==> src/fcc_pkg.sv <==
// Package with shared types and constants for the frame checker.
`default_nettype none

package fcc_pkg;

   localparam int unsigned CSR_ADDR_W = 5;
   localparam int unsigned CSR_DATA_W = 64;

   localparam logic [1:0] REG_START_BYTE = 2'd0;
   localparam logic [1:0] REG_HOST_ADDR  = 2'd1;
   localparam logic [1:0] REG_TERM_ADDR  = 2'd2;

   localparam logic [7:0] START_BYTE_RESET = 8'd123;
   localparam logic [7:0] END_MARK         = 8'hFD;

   localparam logic [4:0] POS_VERSION    = 5'd1;
   localparam logic [4:0] POS_SOURCE_END = 5'd7;
   localparam logic [4:0] POS_DEST_END   = 5'd13;
   localparam logic [4:0] POS_MSG_ID     = 5'd14;
   localparam logic [4:0] POS_LEN_LO     = 5'd15;
   localparam logic [4:0] POS_LEN_HI     = 5'd16;
   localparam logic [4:0] POS_MSG_TYPE   = 5'd17;
   localparam logic [4:0] POS_SUM_END    = 5'd23;
   localparam logic [4:0] POS_HDR_CHECK  = 5'd24;

   localparam logic [16:0] FRAME_OVERHEAD = 17'd28;

   localparam logic [2:0] ST_OK        = 3'd0;
   localparam logic [2:0] ST_ADDR_BAD  = 3'd1;
   localparam logic [2:0] ST_HDR_BAD   = 3'd2;
   localparam logic [2:0] ST_TRUNCATED = 3'd3;
   localparam logic [2:0] ST_BODY_BAD  = 3'd4;
   localparam logic [2:0] ST_END_BAD   = 3'd5;

   typedef enum logic [5:0] {
      PH_HUNT         = 6'b000001,
      PH_HEAD         = 6'b000010,
      PH_BODY         = 6'b000100,
      PH_TAIL_OK      = 6'b001000,
      PH_TAIL_BODYBAD = 6'b010000,
      PH_TAIL_ENDBAD  = 6'b100000
   } phase_type;

   typedef struct packed {
      logic [7:0]  start_byte;
      logic [47:0] host_address;
      logic [47:0] terminal_address;
   } cfg_type;

   typedef struct packed {
      logic [2:0]  status;
      logic [7:0]  version;
      logic [7:0]  message_id;
      logic [7:0]  message_type;
      logic [15:0] body_length;
      logic [16:0] frame_length;
      logic [47:0] time_tag;
   } result_type;

   typedef struct packed {
      logic hunting;
      logic skipping;
   } flags_type;

endpackage

`default_nettype wire

==> src/fcc_csr.sv <==
// Configuration registers of the frame checker on an APB-style port.
`default_nettype none

module fcc_csr
   import fcc_pkg::*;
(
   input  wire logic                  clock,
   input  wire logic                  reset,
   input  wire logic                  psel,
   input  wire logic                  penable,
   input  wire logic                  pwrite,
   input  wire logic [CSR_ADDR_W-1:0] paddr,
   input  wire logic [CSR_DATA_W-1:0] pwdata,
   output      logic [CSR_DATA_W-1:0] prdata,
   output      cfg_type               cfg
);

   logic [7:0]  start_ff, start_in;
   logic [47:0] host_ff, host_in;
   logic [47:0] term_ff, term_in;
   logic        wr_en;
   logic [1:0]  reg_index;

   assign wr_en     = psel & penable & pwrite;
   assign reg_index = paddr[4:3];

   always_comb begin
      start_in = start_ff;
      host_in  = host_ff;
      term_in  = term_ff;
      if (wr_en) begin
         unique case (reg_index)
            REG_START_BYTE: start_in = pwdata[7:0];
            REG_HOST_ADDR:  host_in  = pwdata[47:0];
            REG_TERM_ADDR:  term_in  = pwdata[47:0];
            default: ;
         endcase
      end
   end

   always_ff @(posedge clock) begin
      if (reset) begin
         start_ff <= START_BYTE_RESET;
         host_ff  <= '0;
         term_ff  <= '0;
      end else begin
         start_ff <= start_in;
         host_ff  <= host_in;
         term_ff  <= term_in;
      end
   end

   always_comb begin
      unique case (reg_index)
         REG_START_BYTE: prdata = {56'd0, start_ff};
         REG_HOST_ADDR:  prdata = {16'd0, host_ff};
         REG_TERM_ADDR:  prdata = {16'd0, term_ff};
         default:        prdata = '0;
      endcase
   end

   assign cfg.start_byte       = start_ff;
   assign cfg.host_address     = host_ff;
   assign cfg.terminal_address = term_ff;

endmodule

`default_nettype wire

==> src/fcc_parser.sv <==
// Per-byte frame parser: phase, counters, checksums and captured header fields.
`default_nettype none

module fcc_parser
   import fcc_pkg::*;
(
   input  wire logic       clock,
   input  wire logic       reset,
   input  wire logic       take,
   input  wire logic [7:0] rx_byte,
   input  wire logic       buffer_end,
   input  wire cfg_type    cfg,
   output      logic       emit,
   output      result_type result,
   output      flags_type  flags
);

   phase_type   phase_ff, phase_in, tail_phase;
   logic        skip_ff, skip_in;
   logic [15:0] count_ff, count_in;
   logic [7:0]  sum_ff, sum_in, sum_plus;
   logic [47:0] source_ff, source_in;
   logic [47:0] dest_ff, dest_in;
   logic [15:0] length_ff, length_in;
   logic [7:0]  version_ff, version_in;
   logic [7:0]  msg_id_ff, msg_id_in;
   logic [7:0]  msg_type_ff, msg_type_in;
   logic [47:0] time_ff, time_in;
   logic [4:0]  pos;
   logic        open_frame;
   logic        hit;
   logic [2:0]  status;

   assign sum_plus = sum_ff + rx_byte;
   assign pos      = count_ff[4:0] + 5'd1;

   always_comb begin
      phase_in    = phase_ff;
      skip_in     = skip_ff;
      count_in    = count_ff;
      sum_in      = sum_ff;
      source_in   = source_ff;
      dest_in     = dest_ff;
      length_in   = length_ff;
      version_in  = version_ff;
      msg_id_in   = msg_id_ff;
      msg_type_in = msg_type_ff;
      time_in     = time_ff;
      tail_phase  = phase_ff;
      open_frame  = 1'b1;
      hit         = 1'b0;
      status      = ST_OK;
      if (take) begin
         if (skip_ff) begin
            open_frame = 1'b0;
            if (buffer_end) begin
               skip_in = 1'b0;
            end
         end else begin
            unique case (phase_ff) inside
               PH_HUNT: begin
                  if (rx_byte == cfg.start_byte) begin
                     phase_in    = PH_HEAD;
                     count_in    = '0;
                     sum_in      = '0;
                     source_in   = '0;
                     dest_in     = '0;
                     length_in   = '0;
                     version_in  = '0;
                     msg_id_in   = '0;
                     msg_type_in = '0;
                     time_in     = '0;
                  end else begin
                     open_frame = 1'b0;
                  end
               end
               PH_HEAD: begin
                  count_in = {11'd0, pos};
                  if (pos <= POS_SUM_END) begin
                     sum_in = sum_plus;
                  end
                  if (pos == POS_VERSION) begin
                     version_in = rx_byte;
                  end else if (pos <= POS_SOURCE_END) begin
                     source_in = {rx_byte, source_ff[47:8]};
                  end else if (pos <= POS_DEST_END) begin
                     dest_in = {rx_byte, dest_ff[47:8]};
                     if (pos == POS_DEST_END &&
                         (source_ff != cfg.host_address ||
                          dest_in != cfg.terminal_address)) begin
                        hit    = 1'b1;
                        status = ST_ADDR_BAD;
                     end
                  end else if (pos == POS_MSG_ID) begin
                     msg_id_in = rx_byte;
                  end else if (pos == POS_LEN_LO) begin
                     length_in = {length_ff[15:8], rx_byte};
                  end else if (pos == POS_LEN_HI) begin
                     length_in = {rx_byte, length_ff[7:0]};
                  end else if (pos == POS_MSG_TYPE) begin
                     msg_type_in = rx_byte;
                  end else if (pos <= POS_SUM_END) begin
                     time_in = {rx_byte, time_ff[47:8]};
                  end else if (pos == POS_HDR_CHECK) begin
                     if (sum_plus != 8'd0) begin
                        hit    = 1'b1;
                        status = ST_HDR_BAD;
                     end else begin
                        phase_in = PH_BODY;
                        count_in = '0;
                        sum_in   = '0;
                     end
                  end
               end
               PH_BODY: begin
                  if (count_ff >= length_ff) begin
                     phase_in = (sum_plus != 8'd0) ? PH_TAIL_BODYBAD : PH_TAIL_OK;
                     count_in = '0;
                  end else begin
                     sum_in   = sum_plus;
                     count_in = count_ff + 16'd1;
                  end
               end
               PH_TAIL_OK, PH_TAIL_BODYBAD, PH_TAIL_ENDBAD: begin
                  if (phase_ff == PH_TAIL_OK && rx_byte != END_MARK) begin
                     tail_phase = PH_TAIL_ENDBAD;
                  end
                  phase_in = tail_phase;
                  if (count_ff != 16'd0) begin
                     hit = 1'b1;
                     if (tail_phase == PH_TAIL_BODYBAD) begin
                        status = ST_BODY_BAD;
                     end else if (tail_phase == PH_TAIL_ENDBAD) begin
                        status = ST_END_BAD;
                     end else begin
                        status = ST_OK;
                     end
                  end else begin
                     count_in = 16'd1;
                  end
               end
               default: begin
                  phase_in = PH_HUNT;
               end
            endcase
            if (open_frame && !hit && buffer_end) begin
               hit    = 1'b1;
               status = ST_TRUNCATED;
            end
            if (hit) begin
               phase_in = PH_HUNT;
               skip_in  = !buffer_end;
            end
         end
      end
   end

   always_ff @(posedge clock) begin
      if (reset) begin
         phase_ff <= PH_HUNT;
         skip_ff  <= 1'b0;
         count_ff <= '0;
         sum_ff   <= '0;
      end else begin
         phase_ff <= phase_in;
         skip_ff  <= skip_in;
         count_ff <= count_in;
         sum_ff   <= sum_in;
      end
   end

   always_ff @(posedge clock) begin
      source_ff   <= source_in;
      dest_ff     <= dest_in;
      length_ff   <= length_in;
      version_ff  <= version_in;
      msg_id_ff   <= msg_id_in;
      msg_type_ff <= msg_type_in;
      time_ff     <= time_in;
   end

   assign emit                = hit;
   assign result.status       = status;
   assign result.version      = version_in;
   assign result.message_id   = msg_id_in;
   assign result.message_type = msg_type_in;
   assign result.body_length  = length_in;
   assign result.frame_length = {1'b0, length_in} + FRAME_OVERHEAD;
   assign result.time_tag     = time_in;

   assign flags.hunting  = (phase_ff == PH_HUNT);
   assign flags.skipping = skip_ff;

endmodule

`default_nettype wire

==> src/frame_checker_with_checksums_top.sv <==
// Top level of the frame checker: config port, byte parser and result register.
`default_nettype none

// Checks framed messages arriving one received word per cycle. Each accepted
// word is parsed in the cycle it is taken, and a frame's status word appears on
// the rsp_ channel in the cycle after the word that decides it (the last end byte,
// a failed address or header check, or the word flagged buffer_end). Sustained
// rate is one word per cycle; the single result register sets it: req_ready
// falls only while a status word is held and rsp_ready is low. After each status
// word the remaining words of the buffer are taken and dropped. Registers sit at
// byte offsets 0 (start byte), 8 (host address) and 16 (terminal address).
module frame_checker_with_checksums_top
   import fcc_pkg::*;
(
   input  wire logic                  clock,
   input  wire logic                  reset,
   input  wire logic                  req_valid,
   output      logic                  req_ready,
   input  wire logic [7:0]            req_rx_byte,
   input  wire logic                  req_buffer_end,
   output      logic                  rsp_valid,
   input  wire logic                  rsp_ready,
   output      logic [2:0]            rsp_status,
   output      logic [7:0]            rsp_version,
   output      logic [7:0]            rsp_message_id,
   output      logic [7:0]            rsp_message_type,
   output      logic [15:0]           rsp_body_length,
   output      logic [16:0]           rsp_frame_length,
   output      logic [47:0]           rsp_time_tag,
   input  wire logic                  csr_psel,
   input  wire logic                  csr_penable,
   input  wire logic                  csr_pwrite,
   input  wire logic [CSR_ADDR_W-1:0] csr_paddr,
   input  wire logic [CSR_DATA_W-1:0] csr_pwdata,
   output      logic [CSR_DATA_W-1:0] csr_prdata,
   output      logic                  csr_pready
);

   cfg_type    cfg;
   logic       take;
   logic       emit;
   result_type result;
   flags_type  flags;
   logic       rsp_valid_ff, rsp_valid_in;
   result_type rsp_ff, rsp_in;

   fcc_csr u_csr (
      .clock   (clock),
      .reset   (reset),
      .psel    (csr_psel),
      .penable (csr_penable),
      .pwrite  (csr_pwrite),
      .paddr   (csr_paddr),
      .pwdata  (csr_pwdata),
      .prdata  (csr_prdata),
      .cfg     (cfg)
   );

   assign csr_pready = 1'b1;
   assign req_ready  = !rsp_valid_ff || rsp_ready;
   assign take       = req_valid && req_ready;

   fcc_parser u_parser (
      .clock      (clock),
      .reset      (reset),
      .take       (take),
      .rx_byte    (req_rx_byte),
      .buffer_end (req_buffer_end),
      .cfg        (cfg),
      .emit       (emit),
      .result     (result),
      .flags      (flags)
   );

   always_comb begin
      rsp_valid_in = rsp_valid_ff;
      rsp_in       = rsp_ff;
      if (emit) begin
         rsp_valid_in = 1'b1;
         rsp_in       = result;
      end else if (rsp_ready) begin
         rsp_valid_in = 1'b0;
      end
   end

   always_ff @(posedge clock) begin
      if (reset) begin
         rsp_valid_ff <= 1'b0;
      end else begin
         rsp_valid_ff <= rsp_valid_in;
      end
   end

   always_ff @(posedge clock) begin
      rsp_ff <= rsp_in;
   end

   assign rsp_valid        = rsp_valid_ff;
   assign rsp_status       = rsp_ff.status;
   assign rsp_version      = rsp_ff.version;
   assign rsp_message_id   = rsp_ff.message_id;
   assign rsp_message_type = rsp_ff.message_type;
   assign rsp_body_length  = rsp_ff.body_length;
   assign rsp_frame_length = rsp_ff.frame_length;
   assign rsp_time_tag     = rsp_ff.time_tag;

   a_skip_only_when_hunting: assert property (@(posedge clock) disable iff (reset)
      flags.skipping |-> flags.hunting)
      else $error("skip mode outside hunting phase");

   a_new_result_from_word: assert property (@(posedge clock) disable iff (reset)
      emit |-> take)
      else $error("result produced without an accepted word");

   a_frame_length: assert property (@(posedge clock) disable iff (reset)
      rsp_valid_ff |-> rsp_ff.frame_length == ({1'b0, rsp_ff.body_length} + FRAME_OVERHEAD))
      else $error("frame length does not match body length");

   a_status_range: assert property (@(posedge clock) disable iff (reset)
      rsp_valid_ff |-> rsp_ff.status <= ST_END_BAD)
      else $error("status code out of range");

   a_result_after_emit: assert property (@(posedge clock) disable iff (reset)
      emit |=> rsp_valid_ff)
      else $error("emitted result not held");

endmodule

`default_nettype wire

==> config.mk <==
export PLATFORM = sky130hd
export DESIGN_NAME = frame_checker_with_checksums_top
export DESIGN_NICKNAME = d
export VERILOG_FILES = /design/src/fcc_pkg.sv /design/src/fcc_csr.sv /design/src/fcc_parser.sv /design/src/frame_checker_with_checksums_top.sv
export SDC_FILE = /design/constraint.sdc
export NUM_CORES = 1
export LEC_CHECK = 0
export BUFFER_PORTS_ARGS = -buffer_cell sky130_fd_sc_hd__buf_2
export CAP_MARGIN = 20
export CORE_ASPECT_RATIO = 1.2
export CORE_MARGIN = 3
export CORE_UTILIZATION = 51
export DETAILED_ROUTE_END_ITERATION = 12
export PLACE_DENSITY = 0.75
export SLEW_MARGIN = 20
export SYNTH_ARGS = -nofsm -noshare
export SYNTH_HDL_FRONTEND = slang
export SYNTH_HIERARCHICAL = 1
export SYNTH_SLANG_ARGS = --single-unit
==> constraint.sdc <==
create_clock -name clock -period 5.7 [get_ports clock]
set_input_delay 0.855 -clock clock [delete_from_list [all_inputs] [get_ports clock]]
set_output_delay 0.855 -clock clock [all_outputs]
set_load 0.005 [all_outputs]
# Yosys cells after proc, flatten, opt, wreduce, memory -nomap -nowiden
# Cells that the tools add are included.
[totals]
reg_bits = 428
latch_bits = 0
mem_bits_rw = 0
romBits = 0
input_bits = 85
wordCells = 250
mem_count = 0
[op_classes]
n_addsub = 4
n_mul = 0
n_div = 0
order_cmp = 4
eq_ne = 40
n_shift = 0
muxes = 147
n_bitwise = 4
n_reduce_logical = 28
[op_table]
columns = ["cell", "count"]
rows = [
  ["two-way mux 48 bit", 17],
  ["two-way mux 16 bit", 21],
  ["one-hot mux 48 bit (2 select lines)", 3],
  ["two-way mux 8 bit", 34],
  ["one-hot mux 48 bit (3 select lines)", 1],
  ["two-way mux 6 bit", 17],
  ["!= test 48 bit", 2],
  ["one-hot mux 16 bit (4 select lines)", 1],
  ["one-hot mux 8 bit (2 select lines)", 3],
  ["two-way mux 3 bit", 12],
  ["!= test 3 bit, second input constant", 11],
  ["one-hot mux 16 bit (2 select lines)", 1],
  ["two-way mux 1 bit", 29],
  ["one-hot mux 6 bit (4 select lines)", 1],
  ["one-hot mux 8 bit (3 select lines)", 1],
  ["adder 16 x 5 -> 17 bit, second input constant", 1],
  ["adder 16 x 1 -> 16 bit, second input constant", 1],
  [">= comparator 16 bit", 1],
  ["nonzero test 16 bit", 1],
  ["== test 5 x 4 -> 1 bit, second input constant", 3],
  ["== test 5 bit, second input constant", 3],
  ["AND reduction 14 bit", 1],
  ["== test 6 x 5 -> 1 bit, second input constant", 2],
  ["== test 6 bit, second input constant", 2],
  ["other kinds (37)", 58],
]

# Longest topological paths before layout
[logic_depth]
ltp_word = 24
ltp_mapped = 15
mapped_depth_nobuf = 13

# Modules after synthesis
# Netlist, hierarchy kept.
[modules_own_cells]
columns = ["mod", "instances", "cells_per_inst", "area_per_inst_um2", "seq_area_each_um2"]
rows = [
  ["fcc_parser", 1, 961, 10392.5, 5024.8],
  ["fcc_csr", 1, 495, 4996.0, 2082.0],
  ["frame_checker_with_checksums_top", 1, 115, 3309.4, 3263.1],
]

# Least setup slack after synthesis
# No wires, ideal clock.
[synth_path]
path_type = "input to register"
from = "in req_rx_byte[2]"
to = "reg u_parser.source_ff[0] (enable)"
setup_ns = 0.513
arrival_ns = 5.195
required_ns = 5.187
slack_ns = -0.008
path_stages = 6
n_path_buf = 1
cell_sequence = "buf_2 xor2_1 nor4_2 a41o_1 nand2_2 nor3_1"
[synth_via]
elab_chain_len = 3
[synth_rtl]
columns = ["item", "line_no", "rtl"]
rows = [
  ["start: declaration", "frame_checker_with_checksums_top.sv:19", "input wire logic [7:0] req_rx_byte,"],
  ["== test 8 bit", "fcc_parser.sv:62", "if (rx_byte == cfg.start_byte) begin"],
  ["!= test 2 x 1 -> 1 bit (no source line)", "n/a", ""],
  ["AND reduction 6 bit (no source line)", "n/a", ""],
  ["end signal: assignment", "fcc_parser.sv:173", "source_ff <= source_in;"],
  ["end: declaration", "fcc_parser.sv:22", "logic [47:0] source_ff, source_in;"],
]
# Every way passes these cells.
# A chain may end at the register's enable or synchronous reset.

# Final worst setup path
[layout_path]
from = "reg u_parser.count_ff[0]"
to = "reg rsp_ff (netlist bit rsp_frame_length[4]) (enable)"
[layout_via]
elab_chain_len = 22
elab_cells_between_ends = 35
[layout_rtl]
columns = ["item", "line_no", "rtl"]
rows = [
  ["start: declaration", "fcc_parser.sv:20", "logic [15:0] count_ff, count_in;"],
  ["start signal: assignment", "fcc_parser.sv:167", "count_ff <= count_in;"],
  ["branches (longest 11 deep; another with adder 5 x 1 -> 5 bit)", "n/a", ""],
  ["one-hot mux 1 bit (2 select lines) *", "fcc_parser.sv:60", "unique case (phase_ff) inside"],
  ["two-way mux 1 bit *", "fcc_parser.sv:54", "if (skip_ff) begin"],
  ["two-way mux 1 bit *", "fcc_parser.sv:53", "if (take) begin"],
  ["zero test 1 bit", "fcc_parser.sv:146", "if (open_frame && !hit && buffer_end) begin"],
  ["logical AND 1 bit (2 in series)", "fcc_parser.sv:146", ""],
  ["two-way mux 1 bit *", "fcc_parser.sv:146", ""],
  ["two-way mux 1 bit *", "fcc_parser.sv:54", ""],
  ["two-way mux 1 bit *", "fcc_parser.sv:53", ""],
  ["two-way mux 1 bit *", "fcc_parser.sv:54", ""],
  ["two-way mux 1 bit *", "fcc_parser.sv:53", ""],
  ["via emit", "frame_checker_with_checksums_top.sv:41", "logic emit;"],
  ["end signal: assignment", "frame_checker_with_checksums_top.sv:95", "rsp_ff <= rsp_in;"],
  ["end: declaration", "frame_checker_with_checksums_top.sv:45", "result_type rsp_ff, rsp_in;"],
]
# Mark *: on every way through the listed nets, which the timed path passes. The select of a mux whose other input is x is not followed.

==> flow_summary.json <==
{
  "place.gp.congestion": 0.8888,
  "portBuffers": 223,
  "crit_slowest_cell": "and2_4",
  "cts_tree": "built",
  "critPathMaxFanout": 71,
  "swShare": 0.2304,
  "outcome": "finished, final reports clean",
  "vias": 13080,
  "reg2reg_depth": 9,
  "clock_latency_ns": 0.56,
  "area_growth_pct": 15.30,
  "pwr-share-seq": 0.500,
  "p_sw_uw": 1517,
  "cp_cell_sequence": "ha_1 > nand3_1 > xnor2_1 > o21ai_0 > a211oi_1 > a211o_2 > nand2b_4 > and2_4 > buf_4",
  "grt_setup_unrepaired": "false",
  "postCtsSetupBuffers": 0,
  "die_y_um": 215.7,
  "netlist_instances": 1570,
  "htree_levels": 2,
  "design.core.area_mm2": 0.03604,
  "finalCritPeriodShare": 0.7947,
  "dieArea_mm2": 0.03899,
  "grt_pass1_wl_um": 74680,
  "path_delay_family": "simple AND/OR/NAND/NOR gates",
  "worst_pin_slew_ns": 1.004,
  "finalPower_uw": 6583,
  "period_needed_ns": 4.530,
  "combPwrFrac": 0.064,
  "final.setup_skew_ns": 0.02520,
  "start_util": 0.5186,
  "synth-warning-count": 6,
  "cts_made_buffers": 41,
  "vdd_drop_max_mv": 0.2156,
  "pwr-share-clk": 0.435,
  "p_int_uw": 5066,
  "cts-resized-gates": 0,
  "clkSinkCount": 420,
  "postCtsHoldBufs": 0,
  "crit_arrival_ns": 4.75,
  "synthesis.area_mm2": 0.01869,
  "drt-initial-drc-count": 1024,
  "finalHoldViolations": 0,
  "slew_viol_final": 0,
  "design_area_mm2": 0.02155,
  "crit_cells": 9,
  "cp-end-kind": "flop",
  "antennaDiodeCount": 0,
  "wl_um": 48730,
  "setup_viol": 0,
  "fin_nets": 1880,
  "max-slew-margin-rel": 0.3307,
  "hold_slack_ns": 0.4756,
  "powerDensity_mw_per_mm2": 305.4,
  "critical_path_class": "flop to flop",
  "dpl.hpwl_um": 34110,
  "crit_required_ns": 5.92,
  "tns_ns": 0,
  "ant_nets": 0,
  "p_leak_uw": 0.008992,
  "io-pin-count": 260,
  "min_path_cells": 1,
  "crit_buf_inv": 1,
  "dpl_cell_area_mm2": 0.02012,
  "fp.dieW_um": 180.8,
  "post-route-drc-count": 0,
  "timing.hold.worst.class": "flop to flop",
  "first_pass_iters": 5,
  "avgSynthCellArea_um2": 11.90,
  "avgRoutedWirePerCell_um": 21.51,
  "slowest_delay_ns": 0.73,
  "clk_pin_slew_worst_paths_ns": 0.07,
  "dpl.cell_count": 2189,
  "cap_violations": 0,
  "drive_gt1_frac": 0.1992,
  "overflow": 0,
  "layout.cells.non_filler": 2265,
  "groute.usage.overall": 0.2424,
  "grt_max_degree": 84,
  "crit_path_start_kind": "flop",
  "fmax_mhz": 220.8,
  "rows": 76,
  "antenna_found_initial": 0,
  "cts_max_path_buffers": 3,
  "grt_pass1_vias": 12850,
  "viasPerCell": 5.773,
  "clock-root-buffer": "clkbuf_16"
}
through the flow:
stage                 util  worst slack, ns
finish              0.5980            1.170
global route        0.5980           0.8055
CTS                 0.5980            1.188
detailed placement  0.5582           0.9205
global placement    0.5572            1.030
floorplan                -          0.08332
per-layer routing:
layer	up-vias	part of all wire	track usage
met5	-	0	0
met3	109	0.062	0.03641
met2	513	0.50	0.4196
met1	6370	0.40	0.3002
met4	0	0.046	0.1088
li1	6084	-	-
placed cells by master (no fill, tap or decap), drive strengths merged, types with 32 or more instances in the layout:
| cell | count |
|---|---|
| buf | 249 |
| dfxtp | 224 |
| edfxtp | 196 |
| nand2b | 152 |
| a22o | 129 |
| mux2i | 114 |
| xor2 | 102 |
| and3 | 87 |
| clkbuf | 55 |
| nand2 | 47 |
| nor2 | 45 |
| inv | 38 |
| o21ai | 35 |
| nor4 | 32 |
power by group through the flow:
stage	combinational [µW]	sequential [µW]	clock (µW)
finish	422	3290	2870
detailed placement	421	3360	0
global placement	409	3350	0
floorplan	260	3340	0
global route	454	3300	3030
CTS	423	3290	2920
worst reg2reg max path, stage by stage, from the launching register on:
cell and delay [ns]:
dfxtp_1 0.57, ha_1 0.48, nand3_1 0.20, xnor2_1 0.50, o21ai_0 0.36, a211oi_1 0.42, a211o_2 0.22, nand2b_4 0.18
and2_4 0.73, buf_4 0.53
cell type report:
class,count,area [µm²]
well taps,468,585.6
multi-input cells,1019,7704
inverters,33,123.9
flip-flops and latches,420,10370
clock buffers,55,1161
repair buffers,249,1334
clock inverters,21,272.8
fillers,2908,14490
path summary, 6_finish.rpt:
kind | from | endpoint | slack, ns
worst min register to register | u_parser/time_ff[4] | u_parser/time_ff[4] | 0.48
worst max register to register | u_parser/count_ff[0] | rsp_frame_length[4] | 1.17
worst min-delay path | u_parser/time_ff[4] | u_parser/time_ff[4] | 0.48
worst max-delay path | u_parser/count_ff[0] | rsp_frame_length[4] | 1.17
registers in the layout, summed over array words and instances, names as in the netlist:
signal                count
u_parser/time_ff         48
rsp_time_tag             48
u_parser/skip_ff          1
rsp_status                3
u_parser/phase_ff         6
u_parser/length_ff       16
rsp_version               8
rsp_message_type          8
u_parser/msg_type_ff      8
rsp_frame_length         17
u_parser/count_ff        16
rsp_message_id            8
u_parser/source_ff       48
u_csr/host_ff            48
u_csr/term_ff            48
u_csr/start_ff            8
u_parser/msg_id_ff        8
rsp_valid                 1
u_parser/dest_ff         40
u_parser/version_ff       8
rsp_body_length          16
u_parser/sum_ff           8
Power figures use the tool's default switching activity.
